**src/assert_macros.svh**
```systemverilog
// assertion macros used by windowed_rms_overcurrent_detector.sv
`ifndef ASSERT_MACROS_SVH
`define ASSERT_MACROS_SVH

`ifndef NO_ASSERTIONS

`define ASSERT_CLK(lbl, clk, rst, prop, msg) \
   lbl: assert property (@(posedge clk) disable iff (rst) (prop)) else $error(msg);

`define ASSERT_NEVER(lbl, clk, rst, expr, msg) \
   lbl: assert property (@(posedge clk) disable iff (rst) !(expr)) else $error(msg);

`else

`define ASSERT_CLK(lbl, clk, rst, prop, msg)

`define ASSERT_NEVER(lbl, clk, rst, expr, msg)

`endif

`endif

```
**src/wrms_pkg.sv**
```systemverilog
`default_nettype none

package wrms_pkg;

   // fixed field widths
   localparam int THR_W       = 15;
   localparam int WLEN_W      = 8;
   localparam int SIW_W       = 8;
   localparam int CSR_IDX_W   = 2;
   localparam int CSR_DATA_W  = 15;
   localparam int RSP_DATA_W  = 16;

   // parameter defaults
   localparam int MAX_WINDOW_DEF  = 128;
   localparam int SAMPLE_BITS_DEF = 16;

   // register indexes
   localparam logic [CSR_IDX_W-1:0] CSR_WINDOW_LENGTH     = 2'd0;
   localparam logic [CSR_IDX_W-1:0] CSR_CURRENT_THRESHOLD = 2'd1;
   localparam logic [CSR_IDX_W-1:0] CSR_VOLTAGE_THRESHOLD = 2'd2;

   // register reset values
   localparam logic [WLEN_W-1:0] WINDOW_LENGTH_RST     = 8'd100;
   localparam logic [THR_W-1:0]  CURRENT_THRESHOLD_RST = 15'd2020;
   localparam logic [THR_W-1:0]  VOLTAGE_THRESHOLD_RST = 15'd10000;

endpackage

`default_nettype wire

```
**src/wrms_mul.sv**
```systemverilog
`default_nettype none

module wrms_mul
   import wrms_pkg::*;
#(
   parameter int A_W = 2 * THR_W,
   parameter int B_W = SAMPLE_BITS_DEF
) (
   input  wire logic               clock,
   input  wire logic               en,
   input  wire logic [A_W-1:0]     a,
   input  wire logic [B_W-1:0]     b,
   output logic      [A_W+B_W-1:0] p_ff
);

   logic [A_W+B_W-1:0] p_in;

   assign p_in = (A_W+B_W)'(a) * (A_W+B_W)'(b);

   always_ff @(posedge clock) begin
      if (en) begin
         p_ff <= p_in;
      end
   end

endmodule

`default_nettype wire

```
**config.mk**
```make
export PLATFORM = sky130hd
export DESIGN_NAME = wrms_mul
export DESIGN_NICKNAME = d
export VERILOG_FILES = /design/src/assert_macros.svh /design/src/wrms_pkg.sv /design/src/wrms_mul.sv
export SDC_FILE = /design/constraint.sdc
export NUM_CORES = 1
export LEC_CHECK = 0
export BUFFER_PORTS_ARGS = -buffer_cell sky130_fd_sc_hd__buf_2
export CAP_MARGIN = 5
export CORE_ASPECT_RATIO = 1.75
export CORE_MARGIN = 2
export CORE_UTILIZATION = 35
export DETAILED_ROUTE_END_ITERATION = 8
export PLACE_DENSITY = 0.62
export SYNTH_ARGS = -nofsm -noshare
export SYNTH_HDL_FRONTEND = slang
export SYNTH_SLANG_ARGS = --single-unit
```
**constraint.sdc**
```tcl
create_clock -name clock -period 16 [get_ports clock]
set_input_delay 1.6 -clock clock [delete_from_list [all_inputs] [get_ports clock]]
set_output_delay 1.6 -clock clock [all_outputs]
set_load 0.1 [all_outputs]
```
**After elaboration in Yosys (flattened, before gate mapping)**

Index checks and enable logic that the tools add are counted.

- Register bits: 46
- Input port bits: 48
- Output and inout port bits: 46

- Multipliers: 1

Operators with widths:

| cell | count |
|---|---|
| $mul 30x16->46 | 1 |

**Depth between registers and ports, before layout**

- Word-level depth: 1
- Gate-level depth with buffers: 24
- Depth with buffers taken out: 23

**Worst setup path after synthesis**

Ideal clock, no wire load.

- Path type: input -> register
- Start: input port a[16]
- End: register p_ff[34], data pin
- Library setup time: 259 ps
- Data arrival time: 7182 ps
- Data required time: 15741 ps
- Slack: 8559 ps
- Cell stages on the path: 20
- Path buffers: 1
- Cell sequence: clkbuf_1 -> nand2_1 -> fa_1 -> fa_1 -> fa_1 -> inv_1 -> fa_1 -> fa_1 -> inv_1 -> fa_1 -> inv_1 -> ha_1 -> a21o_1 -> o21bai_1 -> a221o_1 -> a221o_2 -> a31oi_4 -> nand2b_2 -> a311o_1 -> xor2_1

- Word-level cells in the longest chain between the ends: 1

RTL lines:

| item | RTL line | RTL |
|---|---|---|
| start: declaration | wrms_mul.sv:11 | `input wire logic [A_W-1:0] a,` |
| $mul 30x16->46 | wrms_mul.sv:18 | `assign p_in = (A_W+B_W)'(a) * (A_W+B_W)'(b);` |
| net p_in[34] | wrms_mul.sv:16 | `logic [A_W+B_W-1:0] p_in;` |
| end signal: assignment | wrms_mul.sv:22 | `p_ff <= p_in;` |
| end: declaration | wrms_mul.sv:13 | `output logic [A_W+B_W-1:0] p_ff` |

The timed path passes the listed nets, and every way through them passes these cells.
A chain may end at the register's enable or synchronous reset.

**Final worst setup path**

- Start: input port b[7]
- End: register p_ff[45], data pin

- Word-level cells in the longest chain between the ends: 1

RTL lines:

| item | RTL line | RTL |
|---|---|---|
| start: declaration | wrms_mul.sv:12 | `input wire logic [B_W-1:0] b,` |
| $mul 30x16->46 | wrms_mul.sv:18 |  |
| net p_in[45] | wrms_mul.sv:16 |  |

The timed path passes the listed nets, and every way through them passes these cells.

==> results.md <==
- Status: finished clean
- Wire per inst: about 19 um
- Hold Buf Count CTS: 0
- Fmax: roughly 0.12 GHz
- Initial Util: 35.49%
- Max transition margin: between 50 and 60%
- Worst setup path startpoint: b[7]
- Post-synthesis xor/xnor area fraction: under 10%
- Post-synthesis mux area share: 0%
- Final hold violations: 0
- Post-synth design cell area: approximately 17000 um^2
- Finished Cell Area: ~18000 um^2
- Synth Register Bits: 46
- CTS Root Cell: clkbuf_16
- CP Capture Type: flip-flop
- Final Slew Violations: 0
- Setup repair bufs after CTS: 0
- GRT overflow: 0
- Async SR Flop Fraction: 0%
- Remaining antenna violation count: 0
- Area of the multi-input gates: roughly 13000 um^2
- 1st-pass router iterations: 5
- Share of layout cells above drive strength 1: about 6.6%
- Syn-to-layout area delta: 5.962%
- Total Routing Usage GR: 19.14%
- Post-DR vias/cell: roughly 5
- Ys flop type: edfxtp_1
- HP Start: a[0]
- Core Region: 46900 um^2
- Post-synth net total: around 2400
- Clock transition at the registers of the reported paths: 0.07 ns
- Max reg flops: 46
- Clk buf depth: 2
- Number of port buffers: slightly above 90
- Area share of and/or/nand/nor cells after synthesis: about 17%
- IO Count: 94
- Final wirelength: between 40000 and 50000 um
- TritonCTS clock tree: yes
- Synth Instances: around 1800
- Warning count from the yosys run: 0
- Clk sink count: 46
- Worst Path Required: between 15 and 20 ns
- Fin nets: 2371
- Area after DPL: ~17000 um^2
- Most common cell after layout, fill and taps aside: inv_1
- H-tree Lvls: 2
- Largest net degree at the start of global routing: 47
- Biggest regs: p_ff x46
- Die W: between 150 and 200 um
- Startpoint types: input port
- First-pass GRT wire length: 72920 um
- Detailed Route Iter0 Violations: around 620
- Core Util, Final: a little under two fifths
- Crit-path max FO: 30
- Min Hold Slack: 1.920 ns
- Slowest CP cell: fa_1
- Post-DP HPWL: around 37000 um
- Vias in the first global route: about 14000
- Worst-Margin Slew: approximately 0.73 ns
- Setup TNS: 0 ns
- CTS Buf Count: 5
- Die area: slightly below 50000 um^2
- Die Span Y: 292.5 um
- Most frequent CP cell: fa_1
- Yosys cell types: 58
- Worst Setup Path Type: input port to flip-flop
- Tcrit/Tclk final: between 50% and 60%
- Initial antenna violation count: 1
- CP arrival: around 8.1 ns
- Final setup vio count: 0
- Fillcell total: about 4800
- Cell Rows: roughly 110
- Crit-path max cell delay: 0.61 ns
- Register area: about 1400 um^2
- PostCTS Resize Cnt: 0
- RePlAce Congestion: 0.9066
- Max-cap violations: 0
- Most flops, register: p_ff
- Hold Crit Class: input port to flip-flop
- Period minus WS final: around 8.0 ns
- Largest family of logic cells by synthesized area: adder cells
- Adder-Cell Fraction of Synth Area: 55.78%
- RSZ-0062 raised after global routing: false
- Mean Syn Cell Area: 9.221 um^2
- Seq/Total Area, Yosys: under 10%
- Post-synth EDFFs: 46
- Most frequent cells in the layout: inv_1, fa_1, nand2_1, and2_1, ha_1
- DR vias: about 12000
- Crit-path cells: buf_2 > nand2_1 > fa_1 > inv_1 > fa_1 > fa_1 > fa_1 > fa_1 > inv_1 > fa_1 > inv_1 > ha_1 > a21oi_1 > o211ai_1 > a41oi_1 > or4_1 > a31oi_1 > nor2_1 > o221ai_1 > a21oi_1 > xnor2_1
- Compound-gate portion of the synthesized area: under 10%
- Drt drc: 0
==> stage by stage <==
| step | cells | setup WS (ns) |
|---|---|---|
| 2_1_floorplan | 1805 | 8.559 |
| 5_1_grt | 2405 | 7.622 |
| 4_1_cts | 2404 | 7.964 |
| 6_report | 2405 | 7.955 |
| 3_5_place_dp | 2396 | 7.660 |
| 3_3_place_gp | 2396 | 7.808 |
==> cells by family (layout without fill, tap and decap cells) <==
logic type / Yosys count / in the layout
other: 0 / 1
and+or+nand+nor: 571 / 571
AOI/OAI and AO/OA: 136 / 136
buffers and inverters: 502 / 513
xor gates and xnor gates: 42 / 42
DFF: 46 / 46
adders and majority gates: 508 / 508
==> area by class of cell <==
class | instances | share of cell area (%)
clock buffer | 6 | 0.7308
clock inverter | 2 | 0.2128
antenna | 1 | 0.01419
timing repair buffer | 94 | 2.682
inverter | 411 | 8.748
tap | 588 | 4.172
sequential | 46 | 7.833
multi-input combinational | 1257 | 75.61
==> cells in the mapped netlist (4+ instances only) <==
cell type | instances | area [um^2]
nor2_1 | 20 | 75.07
o21ai_0 | 21 | 105.1
a31oi_1 | 4 | 25.02
and4_1 | 4 | 35.03
inv_1 | 411 | 1543
nand2_1 | 304 | 1141
and2_1 | 198 | 1239
buf_4 | 5 | 37.54
xnor2_1 | 27 | 236.5
nand4_1 | 11 | 68.82
clkbuf_1 | 83 | 311.6
a21oi_1 | 44 | 220.2
xor2_1 | 15 | 131.4
fa_1 | 390 | 7807
edfxtp_1 | 46 | 1381
o21bai_1 | 4 | 30.03
nor2b_1 | 7 | 43.79
nand2b_1 | 5 | 31.28
ha_1 | 118 | 1476
a21o_1 | 25 | 187.7
a21boi_0 | 5 | 37.54
nand3_1 | 6 | 30.03
==> path summary, 6_finish.rpt <==
check	to	slack (ns)	cells past startpoint
setup / recovery	p_ff[45]	7.96	21
hold / removal	p_ff[0]	1.92	2
==> critical path, delay by kind of cell <==
family,cells,cell delay [ns]
and+or+nand+nor,3,0.83
AOI/OAI and AO/OA,6,1.21
buffers and inverters,4,0.72
adders and majority gates,7,3.58
xor gates and xnor gates,1,0.15
==> layer usage <==
layer / wire (um) / GRT usage, % / part of all wire (%)
met5: 0 / 0 / 0
met4: 3287 / 11.67 / 7.1
met2: 26980 / 38.53 / 59
met1: 14250 / 18.24 / 31
met3: 1526 / 1.675 / 3.3
Power is not shown: default switching activity piles up to over one toggle a cycle in this logic, so the estimate is an artifact.
