--- src/assert_macros.svh ---
// assertion macros used by windowed_rms_overcurrent_detector.sv
`ifndef ASSERT_MACROS_SVH
`define ASSERT_MACROS_SVH

`ifndef NO_ASSERTIONS

`define ASSERT_CLK(lbl, clk, rst, prop, msg) \
   lbl: assert property (@(posedge clk) disable iff (rst) (prop)) else $error(msg);

`define ASSERT_NEVER(lbl, clk, rst, expr, msg) \
   lbl: assert property (@(posedge clk) disable iff (rst) !(expr)) else $error(msg);

`else

`define ASSERT_CLK(lbl, clk, rst, prop, msg)

`define ASSERT_NEVER(lbl, clk, rst, expr, msg)

`endif

`endif

--- src/wrms_pkg.sv ---
`default_nettype none

package wrms_pkg;

   // fixed field widths
   localparam int THR_W       = 15;
   localparam int WLEN_W      = 8;
   localparam int SIW_W       = 8;
   localparam int CSR_IDX_W   = 2;
   localparam int CSR_DATA_W  = 15;
   localparam int RSP_DATA_W  = 16;

   // parameter defaults
   localparam int MAX_WINDOW_DEF  = 128;
   localparam int SAMPLE_BITS_DEF = 16;

   // register indexes
   localparam logic [CSR_IDX_W-1:0] CSR_WINDOW_LENGTH     = 2'd0;
   localparam logic [CSR_IDX_W-1:0] CSR_CURRENT_THRESHOLD = 2'd1;
   localparam logic [CSR_IDX_W-1:0] CSR_VOLTAGE_THRESHOLD = 2'd2;

   // register reset values
   localparam logic [WLEN_W-1:0] WINDOW_LENGTH_RST     = 8'd100;
   localparam logic [THR_W-1:0]  CURRENT_THRESHOLD_RST = 15'd2020;
   localparam logic [THR_W-1:0]  VOLTAGE_THRESHOLD_RST = 15'd10000;

endpackage

`default_nettype wire

--- src/wrms_ring.sv ---
`default_nettype none

module wrms_ring
   import wrms_pkg::*;
#(
   parameter int DEPTH  = MAX_WINDOW_DEF,
   parameter int DATA_W = 2 * SAMPLE_BITS_DEF,
   parameter int ADDR_W = $clog2(DEPTH)
) (
   input  wire logic              clock,
   input  wire logic              en,
   input  wire logic [ADDR_W-1:0] wr_addr,
   input  wire logic [DATA_W-1:0] wr_data,
   input  wire logic [ADDR_W-1:0] rd_addr,
   output logic      [DATA_W-1:0] rd_data_ff
);

   logic [DATA_W-1:0] ring_mem [DEPTH];

   // read-first: a read of the entry being overwritten returns the old word
   always_ff @(posedge clock) begin
      if (en) begin
         rd_data_ff        <= ring_mem[rd_addr];
         ring_mem[wr_addr] <= wr_data;
      end
   end

endmodule

`default_nettype wire

--- config.mk ---
export PLATFORM = sky130hd
export DESIGN_NAME = wrms_ring
export DESIGN_NICKNAME = d
export VERILOG_FILES = /design/src/assert_macros.svh /design/src/wrms_pkg.sv /design/src/wrms_ring.sv
export SDC_FILE = /design/constraint.sdc
export NUM_CORES = 2
export LEC_CHECK = 0
export BUFFER_PORTS_ARGS = -buffer_cell sky130_fd_sc_hd__buf_4
export CAP_MARGIN = 0
export CORE_AREA = 2 2 537 539
export CTS_CLUSTER_SIZE = 20
export DETAILED_ROUTE_END_ITERATION = 7
export DIE_AREA = 0 0 539 541
export MAX_ROUTING_LAYER = met4
export PLACE_DENSITY_LB_ADDON = 0.25
export SKIP_CTS_REPAIR_TIMING = 1
export SLEW_MARGIN = 30
export SYNTH_ARGS = -nofsm -noshare
export SYNTH_HDL_FRONTEND = slang
export SYNTH_SLANG_ARGS = --single-unit
--- constraint.sdc ---
create_clock -name clock -period 5.5 [get_ports clock]
set_clock_uncertainty 0.15 [all_clocks]
set_input_delay 0.825 -clock clock [delete_from_list [all_inputs] [get_ports clock]]
set_output_delay 0.825 -clock clock [all_outputs]
set_load 0.02 [all_outputs]
# Yosys cells after proc, flatten, opt, wreduce, memory -nomap -nowiden
# Memories as Yosys holds them, arrays and structs flattened. A register that Yosys moved wholly into a read port is not among the register bits.
# Cells that the tools add are included.
# op_classes
n_mux,2
# op_table
operator,n
$mux 1,2
# word_totals
reg_bits,0
mem_bits_rw,4096
in_bits,48
out_inout_bits,32
wordCells,3
memories,1
# mem_list
name,depth,word_bits,rd,rd_ports_with_merged_regs,write_ports,line,text
ring_mem,128,32,1,1,1,wrms_ring.sv:18,logic [DATA_W-1:0] ring_mem [DEPTH];

# Logic depth before layout (Yosys ltp)
# depth
ltp_word,2
mapped_depth,8
ltp_nobuf,4

# Least setup slack after synthesis
# Ideal clock, no wire load.
# synth_timing
path_kind,in2reg
start,input en
end,memory ring_mem[98][0] (netlist name) (enable)
setup_ps,461
t_arrival_ps,3603
t_required_ps,4889
slack_ps,1286
cell_stages,3
n_path_buf,1
path_cell_list,clkbuf_1 -> nand4_1 -> nor3_1
# synth_via
elab_chain_len,2
# synth_lines
item,line,text
start: declaration,wrms_ring.sv:11,"input wire logic en,"
$mux 1,wrms_ring.sv:22,if (en) begin
$mux 1 (implied by the code),wrms_ring.sv:24,ring_mem[wr_addr] <= wr_data;
end: declaration,wrms_ring.sv:18,
# No other way between the ends.

==> metrics.md <==
| Metric | Value |
|---|---|
| Drt first pass iters | 6 |
| Placed Area | ~170000 µm² |
| Final period util | 0.637 |
| Worst Hold Class | input pin to flop |
| Synth cell types | 16 |
| Core Rows | 197 |
| Core ar. | between 200000 and 300000 µm² |
| Slowest cell on crit path | mux4_2 |
| WHS Endpoint | ring_mem[88][20]$_DFFE_PP_ |
| Flop2flop setup slack | about 2.5 ns |
| Avg Inst Size Synth | between 20 and 30 µm² |
| Vias | a little over 70k |
| Reg-to-Reg Start | ring_mem[101][11]$_DFFE_PP_ |
| Gpl congestion | around 0.85 |
| Leak | approximately 55 nW |
| DR iter-0 viols | 11.7k |
| Crit-path cells | buf_8, buf_12, buf_4, buf_4, mux4_2, mux4_2, mux4_2, mux2_2 |
| Die height | about 540 µm |
| Max incr delay on CP | slightly below 0.6 ns |
| Worst Path Max Fanout | 24 |
| CTS tree | done |
| NumNets Final | 6540 |
| Initial Utilization | 0.547 |
| Critical path arrival | 4.10 ns |
| Area Growth Syn to Fin | 13.9% |
| Post-Place Setup Slack | 0.985 ns |
| Peak Freq | ~290 MHz |
| RR Endpoint | rd_data_ff[11]$_DFFE_PP_ |
| Clock Latency Late Sink | roughly 0.99 ns |
| Post-Syn Area | 157000 µm² |
| IO Pins | 80 |
| Setup crit end kind | flop |
| Endpoints failing setup | 0 |
| Non-filler cells, final | about 11k |
| Setup TNS | 0 ns |
| Setup WS post-layout | around 2 ns |
| Sequential cell area fraction in the yosys report | 0.792 |
| Final min period | around 3.5 ns |
| Worst-Margin Slew | approximately 1.0 ns |
| Die X-Extent | 539 µm |
| Most common cell on crit path | mux4_2 |
| I/O Buffers | slightly below 80 |
| Reg2Reg Depth | 4 |
| Pin count of the biggest net entering global routing | 90 |
| Design Area, Final | 178000 µm² |
| Final Max Tran Viols | 0 |
| First-pass GRT wire length | about 580000 µm |
| Worst setup path class | input pin to flop |
| Final hold vios | 0 |
| Vias in the first global route | 71.4k |
| Worst rel slew slack | 0.326 |
| Unrepaired setup endpoints after global routing | false |
| # clock sinks | 4128 |
| DR WL/cell | 39.2 µm |
| Yosys reg bits | between 4k and 5k |
| Synth Warn # | 0 |
| WHS Path Cells | 1 |
| Worst IR Drop VDD | approximately 0.43 mV |
| Clock Tree Root | clkbuf_16 |
| Status | finished, final reports clean |
| Max-cap violations | 0 |
| WL final | between 400000 and 500000 µm |
| Total die area | between 200000 and 300000 µm² |
| CP Launch Type | input pin |
| Mapped Cells | approximately 6k |
| Vias per cell | 6.83 |
| DRC | 0 |
| Total GRT Usage | 0.297 |
| Num CTS Buffers | roughly 410 |
| Placed cells | slightly below 10k |
| Clock slew at reported path FFs | approximately 0.060 ns |
| H-tree depth | 5 |
| PD cells | 369 nW/µm² |
| CP Data Required Time | 6.09 ns |
| Hold_sp | wr_data[20] |
| CTS max path bufs | 4 |
| Layout cells sized above 1 | 0.363 |
| Initial antenna violation count | 37 |
| Dpl hpwl | 235000 µm |
| Overflow left after global routing | 0 |
| Syn Nets | 6038 |
| ANT nets after route | 0 |
==> synth_stat cells <==
library cell	n	area (µm²)
nor2_1	122	458
mux4_2	1344	30300
buf_2	79	395
nand2b_1	2	12.5
mux2_2	32	360
nand3_1	12	60.1
nand2_1	14	52.6
buf_4	3	22.5
nor3_1	9	45.0
edfxtp_1	4128	124000
buf_6	2	22.5
nand4_1	3	18.8
or3_1	1	6.26
clkbuf_1	182	683
buf_1	50	188
nor2b_1	7	43.8
==> registers in the layout (all words and copies together) (netlist names) <==
name	flops
ring_mem	4096
rd_data_ff	32
==> critical path: cells and delay by family <==
family | cells | cell delay, ns
buffers and inverters | 4 | 1.36
multiplexers | 4 | 1.76
==> metrics by stage <==
step / hold WS, ns / utilization / total power, W
after CTS: 0.00959 / 0.622 / 0.0660
after floorplan: 0.774 / - / 0.0372
after global routing: 0.0261 / 0.623 / 0.0673
final: 0.0504 / 0.623 / 0.0658
after detailed placement: 1.01 / 0.576 / 0.0390
after global placement: 1.01 / 0.576 / 0.0389
==> final cells by class <==
class / instances / area, µm²
Antenna cell: 25 / 62.6
Sequential cell: 4128 / 124000
Fill cell: 18662 / 108000
Clock buffer: 493 / 10500
Multi-Input combinational cell: 1546 / 32300
Clock inverter: 250 / 2640
Tap cell: 3781 / 4730
Timing Repair Buffer: 411 / 4160
==> worst max path at each step <==
stage	from	endpoint	slack [ns]
floorplan	en	ring_mem[98][0]$_DFFE_PP_	1.29
global placement	rd_addr[0]	rd_data_ff[11]$_DFFE_PP_	0.99
detailed placement	rd_addr[0]	rd_data_ff[11]$_DFFE_PP_	0.99
CTS	rd_addr[0]	rd_data_ff[11]$_DFFE_PP_	2.03
global route	rd_addr[0]	rd_data_ff[23]$_DFFE_PP_	1.96
finish	rd_addr[2]	rd_data_ff[5]$_DFFE_PP_	1.99
==> power by group <==
group          internal (W)  switching (W)
Sequential           0.0348       0.000109
Combinational       0.00132        0.00212
Clock                0.0155         0.0120
Total                0.0516         0.0142
==> routing by layer <==
| metal | vias up | wire, µm | track usage | share of wire |
|---|---|---|---|---|
| li1 | 27481 | - | - | - |
| met1 | 39603 | 151000 | 0.406 | 0.36 |
| met2 | 4841 | 204000 | 0.460 | 0.49 |
| met3 | 702 | 44200 | 0.0470 | 0.11 |
| met4 | 0 | 18100 | 0.112 | 0.043 |
| met5 | - | 0 | - | 0 |
==> layout by cell type (no fill, tap or decap), drive strengths merged <==
cell,netlist,final
edfxtp,4128,4128
mux4,1344,1344
clkbuf,182,493
buf,134,411
clkinv,0,189
nor2,122,122
bufinv,0,38
mux2,32,32
diode,0,25
clkinvlp,0,16
nand2,14,14
nand3,12,12
nor3,9,9
nor2b,7,7
inv,0,7
nand4,3,3
nand2b,2,2
or3,1,1
==> logic make-up (layout without fill, tap and decap cells) <==
kind of cell,count (synthesis),count (layout),synth area share
other,0,25,0
flip-flops,4128,4128,0.792
buffers and inverters,316,1154,0.00837
AND/OR/NAND/NOR,170,170,0.00445
multiplexers,1376,1376,0.196
Power figures use the tool's default switching activity.
